==> src/hw/rtl/oasd_pkg.sv <==
// Shared types, register map and constants for the obstacle-avoidance steering block.
// No dependencies.
`timescale 1ns / 1ps

package oasd_pkg;

  localparam int ADDR_W = 5;

  // register index, byte address is 4 * index
  localparam logic [2:0] REG_STOP_MM       = 3'd0;
  localparam logic [2:0] REG_STEERING_GAIN = 3'd1;
  localparam logic [2:0] REG_MAX_STEERING  = 3'd2;
  localparam logic [2:0] REG_CLEAR_LIMIT   = 3'd3;
  localparam logic [2:0] REG_SRV_MID       = 3'd4;
  localparam logic [2:0] REG_SRV_LO        = 3'd5;
  localparam logic [2:0] REG_SRV_HI        = 3'd6;
  localparam logic [2:0] REG_AVOID_MOTOR   = 3'd7;

  // decision codes
  localparam logic [1:0] DEC_TOO_CLOSE   = 2'd0;
  localparam logic [1:0] DEC_AVOID_START = 2'd1;
  localparam logic [1:0] DEC_AVOIDING    = 2'd2;
  localparam logic [1:0] DEC_CLEAR       = 2'd3;

  // negate steering before servo mapping
  localparam logic STEER_INVERT = 1'b0;

  typedef struct packed {
    logic [15:0] stop_mm;
    logic [15:0] steering_gain;
    logic [14:0] max_steering;
    logic [9:0]  clear_limit;
    logic [15:0] srv_mid;
    logic [15:0] srv_lo;
    logic [15:0] srv_hi;
    logic [15:0] avoid_motor_command;
  } cfg_t;

endpackage

==> src/hw/rtl/oasd_cfg.sv <==
// APB-style configuration registers for the steering decision block.
// Depends on oasd_pkg.
`timescale 1ns / 1ps

module oasd_cfg (
  input  logic                        clk,
  input  logic                        rst,
  input  logic                        psel,
  input  logic                        penable,
  input  logic                        pwrite,
  input  logic [oasd_pkg::ADDR_W-1:0] paddr,
  input  logic [31:0]                 pwdata,
  output logic [31:0]                 prdata,
  output logic                        pready,
  output oasd_pkg::cfg_t              cfg
);

  logic       wr_en;
  logic [2:0] idx;

  assign pready = 1'b1;
  assign wr_en  = psel & penable & pwrite;
  assign idx    = paddr[4:2];

  always_ff @(posedge clk) begin
    if (rst) begin
      cfg.stop_mm             <= 16'd200;
      cfg.steering_gain       <= 16'd1678;
      cfg.max_steering        <= 15'd16384;
      cfg.clear_limit         <= 10'd20;
      cfg.srv_mid             <= 16'd37356;
      cfg.srv_lo              <= 16'd0;
      cfg.srv_hi              <= 16'd65535;
      cfg.avoid_motor_command <= 16'd60;
    end else if (wr_en) begin
      unique case (idx)
        oasd_pkg::REG_STOP_MM:       cfg.stop_mm             <= pwdata[15:0];
        oasd_pkg::REG_STEERING_GAIN: cfg.steering_gain       <= pwdata[15:0];
        oasd_pkg::REG_MAX_STEERING:  cfg.max_steering        <= pwdata[14:0];
        oasd_pkg::REG_CLEAR_LIMIT:   cfg.clear_limit         <= pwdata[9:0];
        oasd_pkg::REG_SRV_MID:       cfg.srv_mid             <= pwdata[15:0];
        oasd_pkg::REG_SRV_LO:        cfg.srv_lo              <= pwdata[15:0];
        oasd_pkg::REG_SRV_HI:        cfg.srv_hi              <= pwdata[15:0];
        oasd_pkg::REG_AVOID_MOTOR:   cfg.avoid_motor_command <= pwdata[15:0];
        default: ;
      endcase
    end
  end

  always_comb begin
    prdata = 32'd0;
    unique case (idx)
      oasd_pkg::REG_STOP_MM:       prdata = {16'd0, cfg.stop_mm};
      oasd_pkg::REG_STEERING_GAIN: prdata = {16'd0, cfg.steering_gain};
      oasd_pkg::REG_MAX_STEERING:  prdata = {17'd0, cfg.max_steering};
      oasd_pkg::REG_CLEAR_LIMIT:   prdata = {22'd0, cfg.clear_limit};
      oasd_pkg::REG_SRV_MID:       prdata = {16'd0, cfg.srv_mid};
      oasd_pkg::REG_SRV_LO:        prdata = {16'd0, cfg.srv_lo};
      oasd_pkg::REG_SRV_HI:        prdata = {16'd0, cfg.srv_hi};
      oasd_pkg::REG_AVOID_MOTOR:   prdata = {16'd0, cfg.avoid_motor_command};
      default: prdata = 32'd0;
    endcase
  end

endmodule

==> src/hw/rtl/oasd_mul.sv <==
// Shared signed 18x18 multiplier with registered product.
// No dependencies beyond the timescale.
`timescale 1ns / 1ps

module oasd_mul (
  input  logic               clk,
  input  logic signed [17:0] op_a,
  input  logic signed [17:0] op_b,
  output logic signed [35:0] prod
);

  always_ff @(posedge clk) begin
    prod <= op_a * op_b;
  end

endmodule

==> src/hw/rtl/oasd_seq.sv <==
// Sequencer: tick decision, state update, rounding and clamping around the shared multiplier.
// Depends on oasd_pkg; drives oasd_mul operands.
`timescale 1ns / 1ps

module oasd_seq (
  input  logic               clk,
  input  logic               rst,
  input  oasd_pkg::cfg_t     cfg,
  input  logic               in_valid,
  output logic               in_ready,
  input  logic signed [15:0] gap_dir,
  input  logic [15:0]        nearest_distance,
  input  logic               obstacle_present,
  output logic               out_valid,
  input  logic               out_ready,
  output logic [15:0]        servo_position,
  output logic [15:0]        motor_command,
  output logic [1:0]         decision,
  output logic               avoiding_now,
  output logic signed [17:0] op_a,
  output logic signed [17:0] op_b,
  input  logic signed [35:0] prod
);

  typedef enum logic [2:0] {S_IDLE, S_MUL1, S_STEER, S_MUL2, S_SERVO} state_t;

  state_t      state;
  logic        avoid_mode;
  logic [9:0]  clear_ticks;
  logic        steer_en;
  logic [15:0] motor_r;
  logic [1:0]  dec_r;
  logic signed [16:0] range_r;

  logic        accept;
  logic [9:0]  ticks_inc;
  logic [1:0]  dec_next;
  logic        steer_next;
  logic        avoid_next;
  logic [9:0]  ticks_next;
  logic signed [16:0] r1, r2, range_next;

  // steering stage
  logic        p_neg;
  logic [35:0] p_mag, p_sum;
  logic [27:0] s_q;
  logic [14:0] s_mag;
  logic signed [15:0] steer;

  // servo stage
  logic        v_neg;
  logic [35:0] v_mag, v_sum;
  logic [20:0] v_q;
  logic signed [18:0] pos_raw, pos, lo19, hi19;
  logic        out_free;

  assign in_ready  = (state == S_IDLE);
  assign accept    = in_valid & in_ready;
  assign ticks_inc = clear_ticks + 10'd1;
  assign out_free  = ~out_valid | out_ready;

  always_comb begin
    dec_next   = oasd_pkg::DEC_CLEAR;
    steer_next = 1'b0;
    avoid_next = avoid_mode;
    ticks_next = clear_ticks;
    if (nearest_distance < cfg.stop_mm) begin
      dec_next   = oasd_pkg::DEC_TOO_CLOSE;
      avoid_next = 1'b1;
      ticks_next = 10'd0;
    end else if (obstacle_present && !avoid_mode) begin
      dec_next   = oasd_pkg::DEC_AVOID_START;
      steer_next = 1'b1;
      avoid_next = 1'b1;
      ticks_next = 10'd0;
    end else if (avoid_mode) begin
      if (obstacle_present) begin
        dec_next   = oasd_pkg::DEC_AVOIDING;
        steer_next = 1'b1;
        ticks_next = 10'd0;
      end else if (ticks_inc >= cfg.clear_limit) begin
        dec_next   = oasd_pkg::DEC_CLEAR;
        avoid_next = 1'b0;
        ticks_next = 10'd0;
      end else begin
        dec_next   = oasd_pkg::DEC_AVOIDING;
        steer_next = 1'b1;
        ticks_next = ticks_inc;
      end
    end
  end

  // half servo span, signed when limits are inconsistent
  always_comb begin
    r1 = $signed({1'b0, cfg.srv_mid}) - $signed({1'b0, cfg.srv_lo});
    r2 = $signed({1'b0, cfg.srv_hi}) - $signed({1'b0, cfg.srv_mid});
    range_next = (r1 < r2) ? r1 : r2;
  end

  // -gain*angle / 256, rounded half away from zero, clamped to +-max
  always_comb begin
    p_neg = prod[35];
    p_mag = p_neg ? $unsigned(-prod) : $unsigned(prod);
    p_sum = p_mag + 36'd128;
    s_q   = p_sum[35:8];
    s_mag = (s_q > {13'd0, cfg.max_steering}) ? cfg.max_steering : s_q[14:0];
    steer = (p_neg ^ oasd_pkg::STEER_INVERT) ? $signed({1'b0, s_mag})
                                               : -$signed({1'b0, s_mag});
    if (!steer_en) steer = 16'sd0;
  end

  // center + steer*range / 32768, rounded, then clamped to servo limits
  always_comb begin
    v_neg   = prod[35];
    v_mag   = v_neg ? $unsigned(-prod) : $unsigned(prod);
    v_sum   = v_mag + 36'd16384;
    v_q     = v_sum[35:15];
    lo19    = $signed({3'b0, cfg.srv_lo});
    hi19    = $signed({3'b0, cfg.srv_hi});
    pos_raw = v_neg ? $signed({3'b0, cfg.srv_mid}) - $signed({1'b0, v_q[17:0]})
                    : $signed({3'b0, cfg.srv_mid}) + $signed({1'b0, v_q[17:0]});
    if (pos_raw < lo19)      pos = lo19;
    else if (pos_raw > hi19) pos = hi19;
    else                     pos = pos_raw;
  end

  always_ff @(posedge clk) begin
    if (rst) begin
      state       <= S_IDLE;
      avoid_mode  <= 1'b0;
      clear_ticks <= 10'd0;
      out_valid   <= 1'b0;
    end else begin
      if (state == S_SERVO && out_free) out_valid <= 1'b1;
      else if (out_ready)               out_valid <= 1'b0;
      unique case (state)
        S_IDLE: begin
          if (accept) begin
            avoid_mode  <= avoid_next;
            clear_ticks <= ticks_next;
            dec_r       <= dec_next;
            steer_en    <= steer_next;
            motor_r     <= steer_next ? cfg.avoid_motor_command : 16'd0;
            range_r     <= range_next;
            op_a        <= $signed({2'b0, cfg.steering_gain});
            op_b        <= {{2{gap_dir[15]}}, gap_dir};
            state       <= S_MUL1;
          end
        end
        S_MUL1: state <= S_STEER;
        S_STEER: begin
          op_a  <= {{2{steer[15]}}, steer};
          op_b  <= {range_r[16], range_r};
          state <= S_MUL2;
        end
        S_MUL2: state <= S_SERVO;
        S_SERVO: begin
          if (out_free) begin
            servo_position <= pos[15:0];
            motor_command  <= motor_r;
            decision       <= dec_r;
            avoiding_now   <= avoid_mode;
            state          <= S_IDLE;
          end
        end
        default: state <= S_IDLE;
      endcase
    end
  end

`ifndef SYNTHESIS
  a_clear_ticks_idle: assert property (@(posedge clk) disable iff (rst)
    !avoid_mode |-> clear_ticks == 10'd0)
    else $error("clear counter nonzero outside avoidance");

  a_busy_after_accept: assert property (@(posedge clk) disable iff (rst)
    accept |=> !in_ready)
    else $error("ready right after a transfer");

  a_motor_only_steering: assert property (@(posedge clk) disable iff (rst)
    out_valid && motor_command != 16'd0 |->
      decision == oasd_pkg::DEC_AVOID_START || decision == oasd_pkg::DEC_AVOIDING)
    else $error("motor command without steering decision");

  a_mode_matches_decision: assert property (@(posedge clk) disable iff (rst)
    out_valid |-> (decision == oasd_pkg::DEC_CLEAR && !avoiding_now) ||
                  (decision != oasd_pkg::DEC_CLEAR && avoiding_now))
    else $error("avoidance flag disagrees with decision");
`endif

endmodule

==> src/hw/rtl/obstacle_avoid_steer_decision_top.sv <==
// The sequencer runs gain*angle and then steer*range through one shared 18x18 multiplier,
// stepping from idle through S_MUL1, S_STEER, S_MUL2 and S_SERVO for each input transfer.
// A new tick is taken only in idle, so not before the last one has left S_SERVO, which
// waits while the output register still holds a result not yet taken.
// Reset (rst, synchronous, active high): registers to defaults, not avoiding,
// clear counter 0, no result pending.
`timescale 1ns / 1ps

module obstacle_avoid_steer_decision_top (
  input  logic                        clk,
  input  logic                        rst,
  // APB configuration
  input  logic                        psel,
  input  logic                        penable,
  input  logic                        pwrite,
  input  logic [oasd_pkg::ADDR_W-1:0] paddr,
  input  logic [31:0]                 pwdata,
  output logic [31:0]                 prdata,
  output logic                        pready,
  // input stream
  input  logic                        s_axis_tvalid,
  output logic                        s_axis_tready,
  input  logic [31:0]                 s_axis_tdata,   // gap_dir[15:0], nearest_distance[31:16]
  input  logic                        s_axis_tuser,   // obstacle_present
  // result stream
  output logic                        m_axis_tvalid,
  input  logic                        m_axis_tready,
  output logic [31:0]                 m_axis_tdata,   // servo_position[15:0], motor_command[31:16]
  output logic [2:0]                  m_axis_tuser    // decision[1:0], avoiding_now[2]
);

  oasd_pkg::cfg_t     cfg;
  logic signed [17:0] op_a, op_b;
  logic signed [35:0] prod;
  logic [15:0]        servo_position, motor_command;
  logic [1:0]         decision;
  logic               avoiding_now;

  oasd_cfg u_cfg (
    .clk     (clk),
    .rst     (rst),
    .psel    (psel),
    .penable (penable),
    .pwrite  (pwrite),
    .paddr   (paddr),
    .pwdata  (pwdata),
    .prdata  (prdata),
    .pready  (pready),
    .cfg     (cfg)
  );

  oasd_mul u_mul (
    .clk  (clk),
    .op_a (op_a),
    .op_b (op_b),
    .prod (prod)
  );

  oasd_seq u_seq (
    .clk              (clk),
    .rst              (rst),
    .cfg              (cfg),
    .in_valid         (s_axis_tvalid),
    .in_ready         (s_axis_tready),
    .gap_dir          ($signed(s_axis_tdata[15:0])),
    .nearest_distance (s_axis_tdata[31:16]),
    .obstacle_present (s_axis_tuser),
    .out_valid        (m_axis_tvalid),
    .out_ready        (m_axis_tready),
    .servo_position   (servo_position),
    .motor_command    (motor_command),
    .decision         (decision),
    .avoiding_now     (avoiding_now),
    .op_a             (op_a),
    .op_b             (op_b),
    .prod             (prod)
  );

  assign m_axis_tdata = {motor_command, servo_position};
  assign m_axis_tuser = {avoiding_now, decision};

endmodule

==> config.mk <==
export PLATFORM = sky130hd
export DESIGN_NAME = obstacle_avoid_steer_decision_top
export DESIGN_NICKNAME = d
export VERILOG_FILES = /design/src/hw/rtl/oasd_pkg.sv /design/src/hw/rtl/oasd_cfg.sv /design/src/hw/rtl/oasd_mul.sv /design/src/hw/rtl/oasd_seq.sv /design/src/hw/rtl/obstacle_avoid_steer_decision_top.sv
export SDC_FILE = /design/constraint.sdc
export NUM_CORES = 2
export LEC_CHECK = 0
export BUFFER_PORTS_ARGS = -buffer_cell sky130_fd_sc_hd__buf_2
export CAP_MARGIN = 20
export CORE_ASPECT_RATIO = 1.1
export CORE_MARGIN = 5
export CORE_UTILIZATION = 55
export DETAILED_ROUTE_END_ITERATION = 8
export HOLD_SLACK_MARGIN = 0.06
export PLACE_DENSITY = 0.73
export SLEW_MARGIN = 20
export SYNTH_ARGS = -nofsm -noshare
export SYNTH_HDL_FRONTEND = slang
export SYNTH_SLANG_ARGS = --single-unit
==> constraint.sdc <==
create_clock -name clk -period 12.87 [get_ports clk]
set_input_delay 3.2175 -clock clk [delete_from_list [all_inputs] [get_ports clk]]
set_output_delay 3.2175 -clock clk [all_outputs]
set_load 0.01 [all_outputs]
==> run metrics <==
drt pass-1 iters=6; r2r startpoint=u_mul.prod[1]; critical path arrival=9.90 ns; routed wire length=82100 µm; deepest clock path buffer count=3; post-synthesis mux area share=0.0232; f_max=0.104 GHz; fin nets=4185; hold crit path type=reg2reg; Slew @ Worst Pin=1.01 ns; max-slew violation count=0; #FFs+latches synth=277; chip height=258 µm; Simple-Gate Fraction of Synth Area=0.181; Routed Antenna Nets=0; WP data required=13.19 ns; CTS tree=built; ys flop type=dfxtp_1; Ant. Diodes=0; Fin Setup TNS=0 ns; clock latency on the worst-skew pair=0.57 ns; Worst setup EP type=register; CTS clk-pin slew, worst paths=0.06 ns; Post-CTS Setup Bufs=0; sequential fraction of the synthesis area=0.214; routed len/inst=19.0 µm; Filler cells=5085; Worst path most repeated cell=nor2_1; Syn Area/Cell=8.62 µm²; Hold Buf Count CTS=0; row count=91; fraction of layout cells with a size suffix above 1=0.0685; Final setup viols=0; Initial Utilization=0.551; top post-synthesis cells by area=fa_1, dfxtp_1, edfxtp_1, ha_1, nand2_1; Reg2Reg Setup Slack=3.28 ns; adder-cell share of the synthesized area=0.304; CP max stage delay=0.73 ns; Core Area=55800 µm²; Synth area leader=fa_1; warnings from Yosys=0; R2R Path End=u_seq.servo_position[14]; synthesized cell area=30800 µm²; clk_skew=0.0274 ns; Residual DRC=0; synthesis-to-finish area growth=6.13%; Max-Slew Margin vs Limit=0.330; max_cap viols=0; Die W=235 µm; hpwl dp=65000 µm; WHS Endpoint=u_seq.motor_command[9]; gr ovfl total=0; CP Class=reg2reg; Synth Instances=3568; outcome=completed; I/O Pins=147; Synth async-reset ratio=0; Worst path slowest cell=o41ai_1; GR Util All Layers=0.268; Die ar.=60800 µm²; EDFF count, synth=105; commonest cells in the netlist=nand2_1, inv_1, fa_1; CTS resizes=0; post-synth top area share=0.210; 1st-iter DRT viols=1992; R2R depth=36; largest net degree at the start of global routing=71; vias per inst=5.78; via count of the routed design=25000; Tcrit/Tclk final=0.745; largest family of logic cells by synthesized area=adder cells; critical path fanouts, max=26; CP Launch Type=register; global-route wire length before repair=133000 µm; Post-Synth XOR/XNOR Area=0.0447; H-tree depth=1; Sink Count=277; Final Hold Viols=0; Hold Startpoint=u_seq.motor_r[9]; post-layout min period=9.59 ns; routability cong.=0.960; RSZ-0062 raised after global routing=false; vias in the first global route=24700; count leader, synth=nand2_1; TritonCTS Buffers=29; initial antenna violation count=1; hold path depth=0; Compound-Gate Fraction of Synth Area=0.146; synth unique cells=102; # port buffers=111; clock root buffer=clkbuf_16
## cell families after synthesis
family                   count (synthesis)
other                                    2
multiplexers                            61
AO/OA/AOI/OAI                          669
buffers and inverters                  677
flip-flops                             277
XOR/XNOR                               157
adder cells (fa/ha/maj)                553
AND/OR/NAND/NOR                       1172
## registers in the layout, summed over array words and instances, names as in the netlist, 2 cells and up
signal and flops:
u_seq.motor_command 16, u_seq.range_r 17, u_mul.prod 36, u_seq.clear_ticks 10, u_cfg.cfg 121, u_seq.servo_position 16, u_seq.op_a 17, u_seq.op_b 17
u_seq.motor_r 16, u_seq.state 3, u_seq.dec_r 2, u_seq.decision 2
## cells in the final DEF (no fill, tap or decap), drive strengths merged, types with 15 or more instances in the layout
cell	Yosys	routed
a32oi	17	17
or3	20	20
a21o	54	54
nand3b	15	15
dfxtp	172	172
nand3	51	51
fa	322	322
nand4	22	22
mux2i	39	39
a31oi	39	39
xor2	48	48
a21oi	196	196
buf	43	136
conb	2	17
a211oi	18	18
nand2b	45	45
inv	481	482
o21ai	116	116
and2	143	143
xnor2	109	109
nor2b	28	28
edfxtp	105	105
nand2	509	509
mux2	16	16
ha	231	231
nor4	19	19
nor3	65	65
clkbuf	152	38
o31ai	32	32
nor2	203	203
a211o	36	36
o21a	23	23
## stage by stage
stage / setup slack, ns / cells / cell area, µm² / utilization / hold slack [ns]
floorplan: 4.58 / 3583 / 30800 / - / 0.400
global placement: 3.53 / 4265 / 31600 / 0.567 / 0.406
detailed placement: 3.53 / 4266 / 31700 / 0.568 / 0.406
CTS: 3.49 / 4320 / 32600 / 0.585 / 0.421
global route: 2.68 / 4322 / 32600 / 0.585 / 0.433
finish: 3.28 / 4322 / 32600 / 0.585 / 0.419
## per-layer routing
metal	global-route usage	vias up	wire length, µm	part of all wire
li1	-	11800	-	-
met1	0.357	12100	34200	0.42
met2	0.455	838	39300	0.48
met3	0.0292	183	5170	0.063
met4	0.100	0	3410	0.042
met5	0	-	0	0
## worst max-delay path: cells and delay by family (launching register included)
| kind | cells | cell delay [ns] |
|---|---|---|
| xor gates and xnor gates | 4 | 0.93 |
| DFF | 1 | 0.32 |
| buffers and inverters | 2 | 0.28 |
| muxes | 1 | 0.27 |
| AOI/OAI and AO/OA | 16 | 3.76 |
| and+or+nand+nor | 10 | 2.78 |
| adders and majority gates | 3 | 0.98 |
## final cells by class
class / instances / area, µm² / share of cell area
Clock buffer: 38 / 791 / 0.0242
Clock inverter: 16 / 175 / 0.00537
Inverter: 482 / 1810 / 0.0554
Multi-Input combinational cell: 2629 / 21600 / 0.661
Sequential cell: 277 / 6600 / 0.202
Tap cell: 744 / 931 / 0.0285
Timing Repair Buffer: 136 / 749 / 0.0230
## how the worst max path moves through the flow
stage | from | end | depth (start not counted)
3_3_place_gp | u_mul.prod[1] | u_seq.servo_position[14] | 36
2_1_floorplan | u_mul.prod[35] | u_seq.op_a[12] | 34
4_1_cts | u_mul.prod[1] | u_seq.servo_position[14] | 36
6_report | u_mul.prod[1] | u_seq.servo_position[14] | 36
5_1_grt | u_mul.prod[1] | u_seq.servo_position[14] | 36
3_5_place_dp | u_mul.prod[1] | u_seq.servo_position[14] | 33
Power is not shown: default switching activity piles up to over one toggle a cycle in this logic, so the estimate is an artifact.
